--- config.mk ---
export PLATFORM = sky130hd
export DESIGN_NAME = floppy_transfer_sequencer_core
export DESIGN_NICKNAME = d
export VERILOG_FILES = /design/src/fts_pkg.sv /design/src/floppy_transfer_sequencer_core.sv
export SDC_FILE = /design/constraint.sdc
export NUM_CORES = 1
export LEC_CHECK = 0
export BUFFER_PORTS_ARGS = -buffer_cell sky130_fd_sc_hd__buf_4
export CORE_ASPECT_RATIO = 0.8
export CORE_MARGIN = 2
export CORE_UTILIZATION = 65
export CTS_BUF_LIST = sky130_fd_sc_hd__clkbuf_4 sky130_fd_sc_hd__clkbuf_8 sky130_fd_sc_hd__clkbuf_16
export DETAILED_ROUTE_END_ITERATION = 7
export PLACE_DENSITY = 0.91
export SYNTH_ARGS = -nofsm -noshare
export SYNTH_HDL_FRONTEND = slang
export SYNTH_SLANG_ARGS = --single-unit
--- constraint.sdc ---
create_clock -name clk -period 8.5 [get_ports clk]
set_clock_uncertainty 0.2 [all_clocks]
set_input_delay 1.7 -clock clk [delete_from_list [all_inputs] [get_ports clk]]
set_output_delay 1.7 -clock clk [all_outputs]
set_load 0.01 [all_outputs]
--- src/fts_pkg.sv ---
// Shared types and codes for the floppy transfer sequencer.
package fts_pkg;

  typedef enum logic [3:0] {
    ST_IDLE = 4'b0001,
    ST_DIV  = 4'b0010,
    ST_EXEC = 4'b0100,
    ST_OUT  = 4'b1000
  } ctl_state_t;

  typedef enum logic [6:0] {
    PH_IDLE     = 7'b0000001,
    PH_MOTOR    = 7'b0000010,
    PH_SEEK     = 7'b0000100,
    PH_SEEKSET  = 7'b0001000,
    PH_IO       = 7'b0010000,
    PH_RECAL    = 7'b0100000,
    PH_RECALSET = 7'b1000000
  } phase_t;

  typedef enum logic [1:0] {
    TAIL_NONE = 2'd0,
    TAIL_SEEK = 2'd1,
    TAIL_XFER = 2'd2
  } tail_t;

  localparam logic [2:0] OP_REQUEST = 3'd0;
  localparam logic [2:0] OP_CMD_DONE = 3'd1;
  localparam logic [2:0] OP_SETTLE = 3'd2;
  localparam logic [2:0] OP_MOTOR_READY = 3'd3;
  localparam logic [2:0] OP_TIMEOUT = 3'd4;

  localparam logic [3:0] ACT_SELECT = 4'd0;
  localparam logic [3:0] ACT_MOTOR_ON = 4'd1;
  localparam logic [3:0] ACT_SEEK = 4'd2;
  localparam logic [3:0] ACT_SETTLE = 4'd3;
  localparam logic [3:0] ACT_READ = 4'd4;
  localparam logic [3:0] ACT_WRITE = 4'd5;
  localparam logic [3:0] ACT_RESET = 4'd6;
  localparam logic [3:0] ACT_RECAL = 4'd7;
  localparam logic [3:0] ACT_DONE = 4'd8;
  localparam logic [3:0] ACT_FAILED = 4'd9;
  localparam logic [3:0] ACT_NO_SPACE = 4'd10;
  localparam logic [3:0] ACT_END_MEDIA = 4'd11;

  localparam logic [2:0] REG_SPT = 3'd0;
  localparam logic [2:0] REG_HEADS = 3'd1;
  localparam logic [2:0] REG_STEPS = 3'd2;
  localparam logic [2:0] REG_DISK = 3'd3;
  localparam logic [2:0] REG_SIZE = 3'd4;
  localparam logic [2:0] REG_GAP = 3'd5;
  localparam logic [2:0] REG_DLEN = 3'd6;
  localparam logic [2:0] REG_RATE = 3'd7;

  localparam logic [7:0] ST0_ERROR_MASK = 8'hF8;
  localparam logic [7:0] ST0_TIMEOUT = 8'hC0;
  localparam logic [8:0] POS_UNKNOWN = 9'h100;
  localparam int unsigned DivSteps = 17;

  typedef struct packed {
    logic [3:0] action;
    logic       drive;
    logic [7:0] cylinder;
    logic       head;
    logic [5:0] sector;
    logic [7:0] residual;
  } result_t;

endpackage

--- src/floppy_transfer_sequencer_core.sv ---
// Top level of the floppy transfer sequencer: request and event sequencing with a serial divider.
//
// Usage: each input transaction on the in_ channel is a request or an event
// (command done, settle timer, motor ready, I/O timeout). The block answers
// with zero to two result transactions on the out_ channel, the final one
// flagged by out_last; an input that causes nothing gives no result.
// The block is not ready for a new input until every result of the previous
// one has been taken. After an input is accepted, a shared restoring divider
// splits the block number into cylinder, head and sector, and a decision
// state then works out the results. The results are offered in order, each
// held until the receiver takes it, and the block is ready again in the cycle
// after the last result is taken.
// A stalled receiver simply holds the current result; nothing is lost.
// The cfg_ channel is always ready; the user writes it while the block is idle (not enforced).
// After reset all drives have unknown head positions and motors off, and the
// geometry registers hold the values of a 1.44 MB medium.
module floppy_transfer_sequencer_core (
  input  logic        clk,
  input  logic        rst_n,
  input  logic        cfg_valid,
  output logic        cfg_ready,
  input  logic [2:0]  cfg_index,
  input  logic [15:0] cfg_data,
  input  logic        in_valid,
  output logic        in_ready,
  input  logic [2:0]  in_opcode,
  input  logic        in_drive,
  input  logic        in_is_read,
  input  logic [15:0] in_start_block,
  input  logic [7:0]  in_block_count,
  input  logic [7:0]  in_status0,
  input  logic [7:0]  in_cylinder_reported,
  output logic        out_valid,
  input  logic        out_ready,
  output logic [3:0]  out_action,
  output logic        out_target_drive,
  output logic [7:0]  out_cylinder,
  output logic        out_head,
  output logic [5:0]  out_sector,
  output logic [7:0]  out_residual,
  output logic        out_last
);

  fts_pkg::ctl_state_t state_r, state_nxt;
  fts_pkg::phase_t     phase_r, phase_nxt;

  logic [5:0]  spt_r;
  logic [1:0]  heads_r;
  logic [1:0]  steps_r;
  logic [15:0] disk_r;
  logic [2:0]  size_r;
  logic [7:0]  gap_r;
  logic [7:0]  dlen_r;
  logic [1:0]  rate_r;

  logic [2:0]  op_r;
  logic        drv_r, rd_r;
  logic [15:0] start_r;
  logic [7:0]  count_r, st0_r, rep_r;

  logic [3:0]  retry_r, retry_nxt;
  logic [8:0]  hp_r [2];
  logic [8:0]  hp_nxt [2];
  logic [1:0]  mon_r, mon_nxt, mpend_r, mpend_nxt;
  logic        req_drv_r, req_drv_nxt, req_rd_r, req_rd_nxt;
  logic [15:0] req_start_r, req_start_nxt;
  logic [7:0]  req_count_r, req_count_nxt, done_r, done_nxt, lstat_r, lstat_nxt;

  logic [16:0] quo_r;
  logic [7:0]  rem_r;
  logic [4:0]  cnt_r;

  fts_pkg::result_t buf_r [2];
  fts_pkg::result_t res [2];
  logic [1:0]  nres_r, nres;
  logic        idx_r;

  logic [5:0]  spt_eff;
  logic [1:0]  heads_eff;
  logic [6:0]  divisor;
  logic [7:0]  trial;
  logic        trial_ge;
  logic [16:0] blk;
  logic        in_acc, out_acc;

  logic [7:0]  cyl, phys;
  logic        hd;
  logic [5:0]  sec;
  logic [9:0]  phys_full;
  logic        dsel, known, fault_en;
  logic [8:0]  hp_cur;
  logic [3:0]  r;
  fts_pkg::tail_t tail;

  function automatic fts_pkg::result_t mk(input logic [3:0] a, input logic d,
                                          input logic [7:0] c, input logic h,
                                          input logic [5:0] s, input logic [7:0] rs);
    fts_pkg::result_t t;
    t.action = a;
    t.drive = d;
    t.cylinder = c;
    t.head = h;
    t.sector = s;
    t.residual = rs;
    return t;
  endfunction

  assign cfg_ready = 1'b1;
  assign in_ready  = (state_r == fts_pkg::ST_IDLE);
  assign in_acc    = in_valid && in_ready;
  assign out_valid = (state_r == fts_pkg::ST_OUT);
  assign out_acc   = out_valid && out_ready;

  assign out_action       = buf_r[idx_r].action;
  assign out_target_drive = buf_r[idx_r].drive;
  assign out_cylinder     = buf_r[idx_r].cylinder;
  assign out_head         = buf_r[idx_r].head;
  assign out_sector       = buf_r[idx_r].sector;
  assign out_residual     = buf_r[idx_r].residual;
  assign out_last         = ({1'b0, idx_r} == (nres_r - 2'd1));

  assign spt_eff   = (spt_r == 6'd0) ? 6'd1 : spt_r;
  assign heads_eff = (heads_r == 2'd0) ? 2'd1 : ((heads_r == 2'd3) ? 2'd2 : heads_r);
  assign divisor   = (heads_eff == 2'd2) ? {spt_eff, 1'b0} : {1'b0, spt_eff};
  assign trial     = {rem_r[6:0], quo_r[16]};
  assign trial_ge  = (trial >= {1'b0, divisor});

  always_comb begin
    if (in_opcode == fts_pkg::OP_REQUEST && phase_r == fts_pkg::PH_IDLE) begin
      blk = {1'b0, in_start_block};
    end else begin
      blk = {1'b0, req_start_r} + {9'b0, done_r}
          + {16'b0, (in_opcode == fts_pkg::OP_CMD_DONE && phase_r == fts_pkg::PH_IO &&
                     (in_status0 & fts_pkg::ST0_ERROR_MASK) == 8'h00)};
    end
  end

  assign cyl       = quo_r[7:0];
  assign hd        = (rem_r[6:0] >= {1'b0, spt_eff});
  assign sec       = (hd ? (rem_r[5:0] - spt_eff) : rem_r[5:0]) + 6'd1;
  assign phys_full = {2'b0, cyl} * {8'b0, steps_r};
  assign phys      = phys_full[7:0];

  always_comb begin
    phase_nxt = phase_r;
    retry_nxt = retry_r;
    hp_nxt = hp_r;
    mon_nxt = mon_r;
    mpend_nxt = mpend_r;
    req_drv_nxt = req_drv_r;
    req_rd_nxt = req_rd_r;
    req_start_nxt = req_start_r;
    req_count_nxt = req_count_r;
    done_nxt = done_r;
    lstat_nxt = lstat_r;
    res[0] = '0;
    res[1] = '0;
    nres = 2'd0;
    tail = fts_pkg::TAIL_NONE;
    fault_en = 1'b0;
    dsel = req_drv_r;
    hp_cur = hp_r[req_drv_r];
    known = 1'b0;
    r = retry_r;
    case (op_r)
      fts_pkg::OP_REQUEST: begin
        if (phase_r == fts_pkg::PH_IDLE) begin
          if ({1'b0, start_r} + {9'b0, count_r} > {1'b0, disk_r}) begin
            res[0] = mk((start_r == disk_r) ? fts_pkg::ACT_END_MEDIA : fts_pkg::ACT_NO_SPACE,
                        drv_r, 8'd0, 1'b0, 6'd0, count_r);
            nres = 2'd1;
          end else if (count_r == 8'd0) begin
            res[0] = mk(fts_pkg::ACT_DONE, drv_r, 8'd0, 1'b0, 6'd0, 8'd0);
            nres = 2'd1;
          end else begin
            req_drv_nxt = drv_r;
            req_rd_nxt = rd_r;
            req_start_nxt = start_r;
            req_count_nxt = count_r;
            retry_nxt = 4'd0;
            done_nxt = 8'd0;
            dsel = drv_r;
            hp_cur = hp_r[drv_r];
            if (mpend_r[drv_r]) begin
              phase_nxt = fts_pkg::PH_MOTOR;
            end else if (!mon_r[drv_r]) begin
              mon_nxt[drv_r] = 1'b1;
              mpend_nxt[drv_r] = 1'b1;
              res[0] = mk(fts_pkg::ACT_MOTOR_ON, drv_r, 8'd0, 1'b0, 6'd0, 8'd0);
              nres = 2'd1;
              phase_nxt = fts_pkg::PH_MOTOR;
            end else begin
              res[0] = mk(fts_pkg::ACT_SELECT, drv_r, 8'd0, 1'b0, 6'd0, 8'd0);
              nres = 2'd1;
              tail = fts_pkg::TAIL_SEEK;
            end
          end
        end
      end
      fts_pkg::OP_CMD_DONE: begin
        if (phase_r == fts_pkg::PH_SEEK || phase_r == fts_pkg::PH_RECAL) begin
          res[0] = mk(fts_pkg::ACT_SETTLE, req_drv_r, 8'd0, 1'b0, 6'd0, 8'd0);
          nres = 2'd1;
          phase_nxt = (phase_r == fts_pkg::PH_SEEK) ? fts_pkg::PH_SEEKSET
                                                    : fts_pkg::PH_RECALSET;
        end else if (phase_r == fts_pkg::PH_IO) begin
          lstat_nxt = st0_r;
          if ((st0_r & fts_pkg::ST0_ERROR_MASK) != 8'h00) begin
            fault_en = 1'b1;
          end else begin
            done_nxt = done_r + 8'd1;
            if (done_nxt < req_count_r) begin
              tail = fts_pkg::TAIL_SEEK;
            end else begin
              res[0] = mk(fts_pkg::ACT_DONE, req_drv_r, 8'd0, 1'b0, 6'd0, 8'd0);
              nres = 2'd1;
              phase_nxt = fts_pkg::PH_IDLE;
            end
          end
        end
      end
      fts_pkg::OP_SETTLE: begin
        if (phase_r == fts_pkg::PH_SEEKSET) begin
          if (hp_cur[8] && rep_r != phys) fault_en = 1'b1;
          else tail = fts_pkg::TAIL_XFER;
        end else if (phase_r == fts_pkg::PH_RECALSET) begin
          if (rep_r != 8'd0) begin
            fault_en = 1'b1;
          end else begin
            hp_cur = 9'd0;
            hp_nxt[req_drv_r] = 9'd0;
            tail = fts_pkg::TAIL_SEEK;
          end
        end
      end
      fts_pkg::OP_MOTOR_READY: begin
        mpend_nxt[drv_r] = 1'b0;
        if (phase_r == fts_pkg::PH_MOTOR && drv_r == req_drv_r) tail = fts_pkg::TAIL_SEEK;
      end
      fts_pkg::OP_TIMEOUT: begin
        if (phase_r == fts_pkg::PH_IO) begin
          lstat_nxt = fts_pkg::ST0_TIMEOUT;
          if (retry_r >= 4'd8) begin
            res[0] = mk(fts_pkg::ACT_FAILED, req_drv_r, 8'd0, 1'b0, 6'd0,
                        req_count_r - done_r);
            nres = 2'd1;
            phase_nxt = fts_pkg::PH_IDLE;
          end else begin
            r = (retry_r + 4'd1 < 4'd6) ? 4'd6 : retry_r + 4'd1;
            retry_nxt = r;
            fault_en = 1'b1;
          end
        end
      end
      default: begin
      end
    endcase

    if (fault_en) begin
      known = !hp_cur[8] || (rep_r == phys);
      if ((r <= 4'd2 || r == 4'd7) && known) begin
        retry_nxt = r + 4'd1;
        tail = fts_pkg::TAIL_XFER;
      end else if (r <= 4'd5 && !(r == 4'd7)) begin
        retry_nxt = (r <= 4'd2) ? 4'd4 : r + 4'd1;
        res[0] = mk(fts_pkg::ACT_RECAL, req_drv_r, 8'd0, 1'b0, 6'd0, 8'd0);
        nres = 2'd1;
        phase_nxt = fts_pkg::PH_RECAL;
      end else if (r == 4'd6) begin
        retry_nxt = 4'd8;
        res[0] = mk(fts_pkg::ACT_RESET, req_drv_r, 8'd0, 1'b0, 6'd0, 8'd0);
        res[1] = mk(fts_pkg::ACT_RECAL, req_drv_r, 8'd0, 1'b0, 6'd0, 8'd0);
        nres = 2'd2;
        phase_nxt = fts_pkg::PH_RECAL;
      end else begin
        if (r == 4'd7) retry_nxt = 4'd8;
        res[0] = mk(fts_pkg::ACT_FAILED, req_drv_r, 8'd0, 1'b0, 6'd0,
                    req_count_r - done_r);
        nres = 2'd1;
        phase_nxt = fts_pkg::PH_IDLE;
      end
    end

    if (tail == fts_pkg::TAIL_SEEK && hp_cur == {1'b0, cyl}) tail = fts_pkg::TAIL_XFER;
    if (tail == fts_pkg::TAIL_SEEK) begin
      res[nres[0]] = mk(fts_pkg::ACT_SEEK, dsel, phys, 1'b0, 6'd0, 8'd0);
      nres = nres + 2'd1;
      hp_nxt[dsel] = fts_pkg::POS_UNKNOWN;
      phase_nxt = fts_pkg::PH_SEEK;
    end else if (tail == fts_pkg::TAIL_XFER) begin
      res[nres[0]] = mk((dsel == drv_r && op_r == fts_pkg::OP_REQUEST) ?
                        (rd_r ? fts_pkg::ACT_READ : fts_pkg::ACT_WRITE) :
                        (req_rd_r ? fts_pkg::ACT_READ : fts_pkg::ACT_WRITE),
                        dsel, cyl, hd, sec, 8'd0);
      nres = nres + 2'd1;
      hp_nxt[dsel] = {1'b0, cyl};
      phase_nxt = fts_pkg::PH_IO;
    end
  end

  always_comb begin
    state_nxt = state_r;
    case (state_r)
      fts_pkg::ST_IDLE: if (in_acc) state_nxt = fts_pkg::ST_DIV;
      fts_pkg::ST_DIV:  if (cnt_r == 5'd1) state_nxt = fts_pkg::ST_EXEC;
      fts_pkg::ST_EXEC: state_nxt = (nres == 2'd0) ? fts_pkg::ST_IDLE : fts_pkg::ST_OUT;
      fts_pkg::ST_OUT:  if (out_acc && out_last) state_nxt = fts_pkg::ST_IDLE;
      default:          state_nxt = fts_pkg::ST_IDLE;
    endcase
  end

  always_ff @(posedge clk) begin
    if (!rst_n) begin
      state_r <= fts_pkg::ST_IDLE;
      phase_r <= fts_pkg::PH_IDLE;
      retry_r <= 4'd0;
      hp_r[0] <= fts_pkg::POS_UNKNOWN;
      hp_r[1] <= fts_pkg::POS_UNKNOWN;
      mon_r <= 2'b00;
      mpend_r <= 2'b00;
      req_drv_r <= 1'b0;
      req_rd_r <= 1'b0;
      req_start_r <= 16'd0;
      req_count_r <= 8'd0;
      done_r <= 8'd0;
      lstat_r <= 8'd0;
      spt_r <= 6'd18;
      heads_r <= 2'd2;
      steps_r <= 2'd1;
      disk_r <= 16'd2880;
      size_r <= 3'd2;
      gap_r <= 8'd27;
      dlen_r <= 8'd255;
      rate_r <= 2'd0;
      cnt_r <= 5'd0;
      nres_r <= 2'd0;
      idx_r <= 1'b0;
    end else begin
      state_r <= state_nxt;
      if (cfg_valid && cfg_ready) begin
        case (cfg_index)
          fts_pkg::REG_SPT:   spt_r <= cfg_data[5:0];
          fts_pkg::REG_HEADS: heads_r <= cfg_data[1:0];
          fts_pkg::REG_STEPS: steps_r <= cfg_data[1:0];
          fts_pkg::REG_DISK:  disk_r <= cfg_data;
          fts_pkg::REG_SIZE:  size_r <= cfg_data[2:0];
          fts_pkg::REG_GAP:   gap_r <= cfg_data[7:0];
          fts_pkg::REG_DLEN:  dlen_r <= cfg_data[7:0];
          fts_pkg::REG_RATE:  rate_r <= cfg_data[1:0];
          default: begin
          end
        endcase
      end
      if (in_acc) begin
        cnt_r <= 5'(fts_pkg::DivSteps);
      end else if (state_r == fts_pkg::ST_DIV) begin
        cnt_r <= cnt_r - 5'd1;
      end
      if (state_r == fts_pkg::ST_EXEC) begin
        phase_r <= phase_nxt;
        retry_r <= retry_nxt;
        hp_r <= hp_nxt;
        mon_r <= mon_nxt;
        mpend_r <= mpend_nxt;
        req_drv_r <= req_drv_nxt;
        req_rd_r <= req_rd_nxt;
        req_start_r <= req_start_nxt;
        req_count_r <= req_count_nxt;
        done_r <= done_nxt;
        lstat_r <= lstat_nxt;
        nres_r <= nres;
        idx_r <= 1'b0;
      end
      if (out_acc && !out_last) idx_r <= 1'b1;
    end
  end

  always_ff @(posedge clk) begin
    if (in_acc) begin
      op_r <= in_opcode;
      drv_r <= in_drive;
      rd_r <= in_is_read;
      start_r <= in_start_block;
      count_r <= in_block_count;
      st0_r <= in_status0;
      rep_r <= in_cylinder_reported;
      quo_r <= blk;
      rem_r <= 8'd0;
    end else if (state_r == fts_pkg::ST_DIV) begin
      quo_r <= {quo_r[15:0], trial_ge};
      rem_r <= trial_ge ? (trial - {1'b0, divisor}) : trial;
    end
    if (state_r == fts_pkg::ST_EXEC) begin
      buf_r <= res;
    end
  end

endmodule
After elaboration in Yosys (flattened, before gate mapping)
Cells that the tools add are included.
Widths: inputs -> output; s select.
Word-level totals
  register bits: 230
  output and inout port bits: 32
Operators by class
  add/subtract/negate cells: 13
  multiply operators: 1
  magnitude comparators: 18
  eq/ne operators: 45
  muxes and demuxes: 174
  bitwise gates (word level): 19
  reduce and logical (&&, ||, !) cells: 47
Operators with widths (count)
  $mux 28: 15
  $mux 56: 4
  $mux 7: 18
  $mux 9: 14
  $bwmux 56: 2
  $mux 18: 6
  $pmux 28 s3: 1
  $mux 4: 17
  $mux 27: 2
  $mux 17: 3
  $mux 25: 2
  $mux 8: 6
  $mux 1: 46
  $mux 2: 18
  $add 16x8->17: 2
  $demux 28 s1: 1
  $mux 6: 4
  $pmux 7 s3: 1
  $and 18x18->18: 1
  $bwmux 18: 1
  $demux 9 s1: 2
  $ne 2x2->1 const B: 9
  $not 18->18: 1
  $pmux 9 s2: 1
  other kinds (77): 140

Logic depth before layout (Yosys ltp)
  depth after elaboration: 22
  gate-level depth with buffers: 27
  gate-level depth less buffers: 26

Least setup slack after synthesis
Ideal clock, no wire load.
  kind: reg2reg
  from: register count_r[1]
  to: register nres_r[0]
  library setup time: 74 ps
  arrival time: 5478 ps
  data required time: 8226 ps
  path slack: 2748 ps
  cell stages (with the launch flop): 27
  period minus slack after synthesis: 5752 ps
  cell sequence: edfxtp_1 > ha_1 > a21o_1 > a21oi_1 > o21bai_1 > a21oi_1 > o21bai_1 > a21oi_1 > nor2b_1 > o2111a_1 > xor2_1 > ha_1 > a41oi_1 > o21ai_1 > a32oi_1 > a31o_2 > nand4_4 > a211o_1 > or4_1 > nor4b_1 > a21oi_1 > buf_2 > inv_1 > ha_1 > inv_1 > o211ai_1 > a21oi_1
On the way
  longest elaborated chain between the ends: 16
RTL lines
  start: declaration: RTL line floppy_transfer_sequencer_core.sv:59  | logic [7:0] count_r, st0_r, rep_r;
  start signal: assignment: RTL line floppy_transfer_sequencer_core.sv:384  | count_r <= in_block_count;
  $add 16x8->17 or $logic_not 8->1 (tied branches): RTL line floppy_transfer_sequencer_core.sv:168, floppy_transfer_sequencer_core.sv:172
  $gt 17x16->1 or $mux 9 (tied branches): RTL line floppy_transfer_sequencer_core.sv:168, floppy_transfer_sequencer_core.sv:172
  $mux 9: RTL line floppy_transfer_sequencer_core.sv:168  | if ({1'b0, start_r} + {9'b0, count_r} > {1'b0, disk_r}) begin
  $mux 9: RTL line floppy_transfer_sequencer_core.sv:167  | if (phase_r == fts_pkg::PH_IDLE) begin
  $pmux 9 s2: RTL line floppy_transfer_sequencer_core.sv:165  | case (op_r)
  $logic_not 1->1: RTL line floppy_transfer_sequencer_core.sv:260  | known = !hp_cur[8] || (rep_r == phys);
  $logic_or 1x1->1: RTL line floppy_transfer_sequencer_core.sv:260
  $logic_and 1x1->1: RTL line floppy_transfer_sequencer_core.sv:261  | if ((r <= 4'd2 || r == 4'd7) && known) begin
  $mux 2: RTL line floppy_transfer_sequencer_core.sv:261
  $mux 2: RTL line floppy_transfer_sequencer_core.sv:259  | if (fault_en) begin
  $eq 2x1->1: RTL line floppy_transfer_sequencer_core.sv:284  | if (tail == fts_pkg::TAIL_SEEK && hp_cur == {1'b0, cyl}) tail = fts_pkg::TAIL_XFER;
  $logic_and 1x1->1: RTL line floppy_transfer_sequencer_core.sv:284
  $mux 2: RTL line floppy_transfer_sequencer_core.sv:284
  $eq 2x2->1: RTL line floppy_transfer_sequencer_core.sv:290  | end else if (tail == fts_pkg::TAIL_XFER) begin
  $mux 2: RTL line floppy_transfer_sequencer_core.sv:290
  $mux 2 *: RTL line floppy_transfer_sequencer_core.sv:285  | if (tail == fts_pkg::TAIL_SEEK) begin
  end signal: assignment: RTL line floppy_transfer_sequencer_core.sv:371  | nres_r <= nres;
  end: declaration: RTL line floppy_transfer_sequencer_core.sv:75  | logic [1:0] nres_r, nres;
Every way passes the cells marked *; elsewhere a longest branch is shown, timed or not.
A chain may end at the register's enable or synchronous reset.

Final worst setup path
  from: register start_r[0]
  to: register state_r[3]
On the way
  longest elaborated chain between the ends: 19
RTL lines
  start: declaration: RTL line floppy_transfer_sequencer_core.sv:58  | logic [15:0] start_r;
  start signal: assignment: RTL line floppy_transfer_sequencer_core.sv:383  | start_r <= in_start_block;
  $add 16x8->17 *: RTL line floppy_transfer_sequencer_core.sv:168
  $gt 17x16->1 *: RTL line floppy_transfer_sequencer_core.sv:168
  $mux 9: RTL line floppy_transfer_sequencer_core.sv:168
  $mux 9: RTL line floppy_transfer_sequencer_core.sv:167
  $pmux 9 s2: RTL line floppy_transfer_sequencer_core.sv:165
  $logic_not 1->1: RTL line floppy_transfer_sequencer_core.sv:260
  $logic_or 1x1->1: RTL line floppy_transfer_sequencer_core.sv:260
  $logic_and 1x1->1: RTL line floppy_transfer_sequencer_core.sv:261
  [3 not listed]
  $logic_and 1x1->1: RTL line floppy_transfer_sequencer_core.sv:284
  $mux 2: RTL line floppy_transfer_sequencer_core.sv:284
  $eq 2x2->1: RTL line floppy_transfer_sequencer_core.sv:290
  $mux 2: RTL line floppy_transfer_sequencer_core.sv:290
  $mux 2 *: RTL line floppy_transfer_sequencer_core.sv:285
  $logic_not 2->1 *: RTL line floppy_transfer_sequencer_core.sv:306  | fts_pkg::ST_EXEC: state_nxt = (nres == 2'd0) ? fts_pkg::ST_IDLE : fts_pkg::ST_OUT;
  $mux 4 *: RTL line floppy_transfer_sequencer_core.sv:306
  $pmux 4 s4 *: RTL line floppy_transfer_sequencer_core.sv:303  | case (state_r)
  end signal: assignment: RTL line floppy_transfer_sequencer_core.sv:314  | state_r <= fts_pkg::ST_IDLE;
  end signal: assignment: RTL line floppy_transfer_sequencer_core.sv:339  | state_r <= state_nxt;
  end: declaration: RTL line floppy_transfer_sequencer_core.sv:44  | fts_pkg::ctl_state_t state_r, state_nxt;
Marks and branches as above.

==> results.md <==
- Status: completed
- Worst relative slew slack: 14.7%
- Row count: 47
- Vias in the first global route: 11263
- Grt ovf: 0
- Synth Flop Type: dfxtp_1
- CP Data Arrival Time: 7.16 ns
- Hold endpoint: req_start_r[0]
- Wire per inst: 20.2 um
- Hpwl dp: 27000 um
- First drt pass iteration count: 5
- Core area: 20600 um^2
- Synthesis Warnings: 0
- Die width: 166 um
- Final GP Congestion: 0.982
- Worst r2r dst: state_r[3]
- Synthesized area per cell: 9.16 um^2
- Mapped Area: 13700 um^2
- Die ar.: 22200 um^2
- # Post-CTS Setup Buffers: 0
- Ys async rst share: 0%
- I/O pin cnt: 101
- Family with the most delay on the worst path: compound AO/OA/AOI/OAI gates
- Post-Syn Instances: 1492
- Number of diodes: 0
- Min Tclk post-route: 6.95 ns
- Chip height: 134 um
- Worst skew pair latency: 0.52 ns
- Port bufs: 96
- Register-to-Register Path Depth: 25
- CTS tree: yes
- Area growth from synthesis to layout: 12.3%
- Synth Area in Simple Gates: 19.2%
- P per Cell Area: 170 nW/um^2
- Critical Setup Path Class: flop to flop
- Final Hold Violating Endpoints: 0
- Largest net degree at the start of global routing: 76
- CTS Buf Count: 23
- Area share of fa/ha/maj cells after synthesis: 8.26%
- Vias: 11833
- Initial antenna violation count: 0
- Hold path cells: 2
- Required time of the critical path: 8.71 ns
- Slew @ Worst Pin: 1.27 ns
- Final Util: 74.3%
- Synth Net Count: 1647
- Share of layout cells above drive strength 1: 13.4%
- Clock transition at path regs: 0.07 ns
- RSZ-0062 raised after global routing: no
- ANT nets after route: 0
- Clk root buf: clkbuf_16
- Slowest stage delay, CP: 0.69 ns
- Hold crit path type: flop to flop
- Post-Route WL: 37300 um
- Initial Utilization: 66.2%
- Worst hold slack: 0.258 ns
- Yosys reg bits: 217
- Setup crit start kind: flop
- Seq/Total Area, Yosys: 39.5%
- Crit path max fanout: 12
- Slew Limit Fails: 0
- Largest buffer count on any clock path: 3
- Peak supply drop: 152 uV
- Most frequent CP cell: a21oi_1
- Synth Area in Compound Gates: 17.6%
- Setup Viol. Count Final: 0
- DRC Markers: 0
- Fmax: 144 MHz
- Fin area: 15300 um^2
- First-pass GRT wire length: 59100 um
- Setup crit end kind: flop
- Main combinational cell family by area after synthesis: simple AND/OR/NAND/NOR gates
- Number of flops mapped to enable cells by yosys: 106
- Slowest CP cell: nor4_1
- Hold_buf cts: 0
- Synth cell types: 93
- Total GRT Usage: 33.2%
- Xor/xnor share of the synthesized area: 5.94%
- Buf/Inv on CP: 2
- Worst hold start: req_start_r[0]
- Maxcap violations: 0
- Mux contribution to synthesized area: 5.19%
- Fin crit share: 81.7%
- Placed inst area: 14600 um^2
- Setup TNS: 0 ns
- Htree depth: 1
- Reg2Reg Setup Slack: 1.55 ns
- Starting DRT DRC Count: 1408
- Via/cell ratio: 6.40
- Worst r2r src: start_r[0]
- Leakage Power: 0.00588 uW
- Nets: 1718
- Sink Count: 217
- Cts repair resizes: 0
==> worst max-delay path by stage <==
stage,from,end,slack [ns],cells after the start
2_1_floorplan,count_r[1],nres_r[0],2.75,26
3_3_place_gp,count_r[1],nres_r[0],1.98,26
3_5_place_dp,count_r[1],state_r[3],1.75,25
4_1_cts,start_r[0],state_r[3],1.71,25
5_1_grt,start_r[0],state_r[3],1.13,25
6_report,start_r[0],state_r[3],1.55,25
==> layer usage <==
metal	up-vias	wire [um]	part of all wire [%]	track usage (%)
met2	588	16400	44	51.2
met1	5632	15800	42	46.5
met3	99	3900	10	7.55
li1	5514	-	-	-
met5	-	0	0	0
met4	0	1160	3.1	11.0
==> registers in the layout, indices dropped and copies added (netlist names), 7 cells and up, named ones only <==
register,cells
rem_r,7
rep_r,8
buf_r,47
quo_r,17
phase_r,7
count_r,8
req_start_r,16
hp_r,18
start_r,16
req_count_r,8
done_r,8
disk_r,16
==> stage by stage <==
| step | instances | total power (uW) | setup slack, ns |
|---|---|---|---|
| CTS | 1849 | 2610 | 1.71 |
| global route | 1849 | 2690 | 1.13 |
| finish | 1849 | 2610 | 1.55 |
| global placement | 1807 | 1570 | 1.98 |
| detailed placement | 1807 | 1580 | 1.75 |
| floorplan | 1492 | 1460 | 2.75 |
==> layout by cell type (no fill, tap or decap), types with 6 or more instances in the layout <==
cell type / instances
and2_1: 34
and3_1: 14
nor4b_1: 9
buf_4: 108
nor2b_1: 24
nand2_1: 201
a211oi_1: 13
a21o_1: 19
xor2_1: 24
o21ai_0: 69
a22o_1: 27
fa_1: 7
mux2i_1: 36
mux2_2: 29
ha_1: 79
or3_1: 7
nand4_1: 18
dfxtp_1: 111
inv_1: 81
o31ai_1: 7
nor4_1: 10
nor3b_1: 7
nor2_1: 110
nand3_1: 31
o211ai_1: 21
edfxtp_1: 106
clkbuf_16: 23
xnor2_1: 61
a21oi_1: 113
a31o_2: 6
a31oi_1: 10
nand2b_1: 9
nor3_1: 18
==> Yosys cell counts, types with 8 or more instances <==
library cell    n  area share (%)
nand3_1        31             1.1
clkbuf_1       49             1.3
mux2_2         29             2.4
nor2b_1        24             1.1
nor4b_1         9            0.58
a22o_1         27             1.7
xor2_1         24             1.5
a21oi_1       113             4.1
inv_1          83             2.3
and2_1         34             1.6
nor3b_1         8            0.44
xnor2_1        61             3.9
dfxtp_1       111              16
a211oi_1       13            0.71
edfxtp_1      106              23
nand2b_1        9            0.41
ha_1           79             7.2
nand4_1        18            0.82
a31oi_1        10            0.46
nor4_1         11            0.50
o21ai_0        69             2.5
nor3_1         18            0.66
mux2i_1        36             2.6
nand2_1       201             5.5
o211ai_1       21             1.2
a21o_1         19             1.0
and3_1         14            0.64
nor2_1        110             3.0
==> cell families (layout without fill, tap and decap cells) <==
family	after synthesis	in the layout
fa+ha+maj	86	86
compound gates	363	363
other cells	1	1
xor+xnor	88	88
flops	217	217
mux	66	66
simple gates	523	523
buf+inv	148	236
==> report_power, final <==
part	leakage, uW	total (uW)	internal (uW)	switching [uW]
Combinational	0.00363	371	151	220
Sequential	0.00188	1200	1150	57.4
Clock	0.000373	1040	607	432
Total	0.00588	2610	1900	710
==> tightest hold or removal path, stage by stage (launching register included) <==
cell and delay, ns:
dfxtp_1 0.31, nand2_1 0.05, a21oi_1 0.05
==> cell type report <==
| cell class | count | area, um^2 |
|---|---|---|
| multi-input combinational | 1127 | 7700 |
| timing repair buffer | 108 | 811 |
| fill | 1426 | 5300 |
| inverter | 86 | 323 |
| clock buffer | 26 | 611 |
| tap | 269 | 337 |
| sequential | 217 | 5410 |
| clock inverter | 16 | 160 |
No activity file was read; power rests on OpenSTA's default activity.
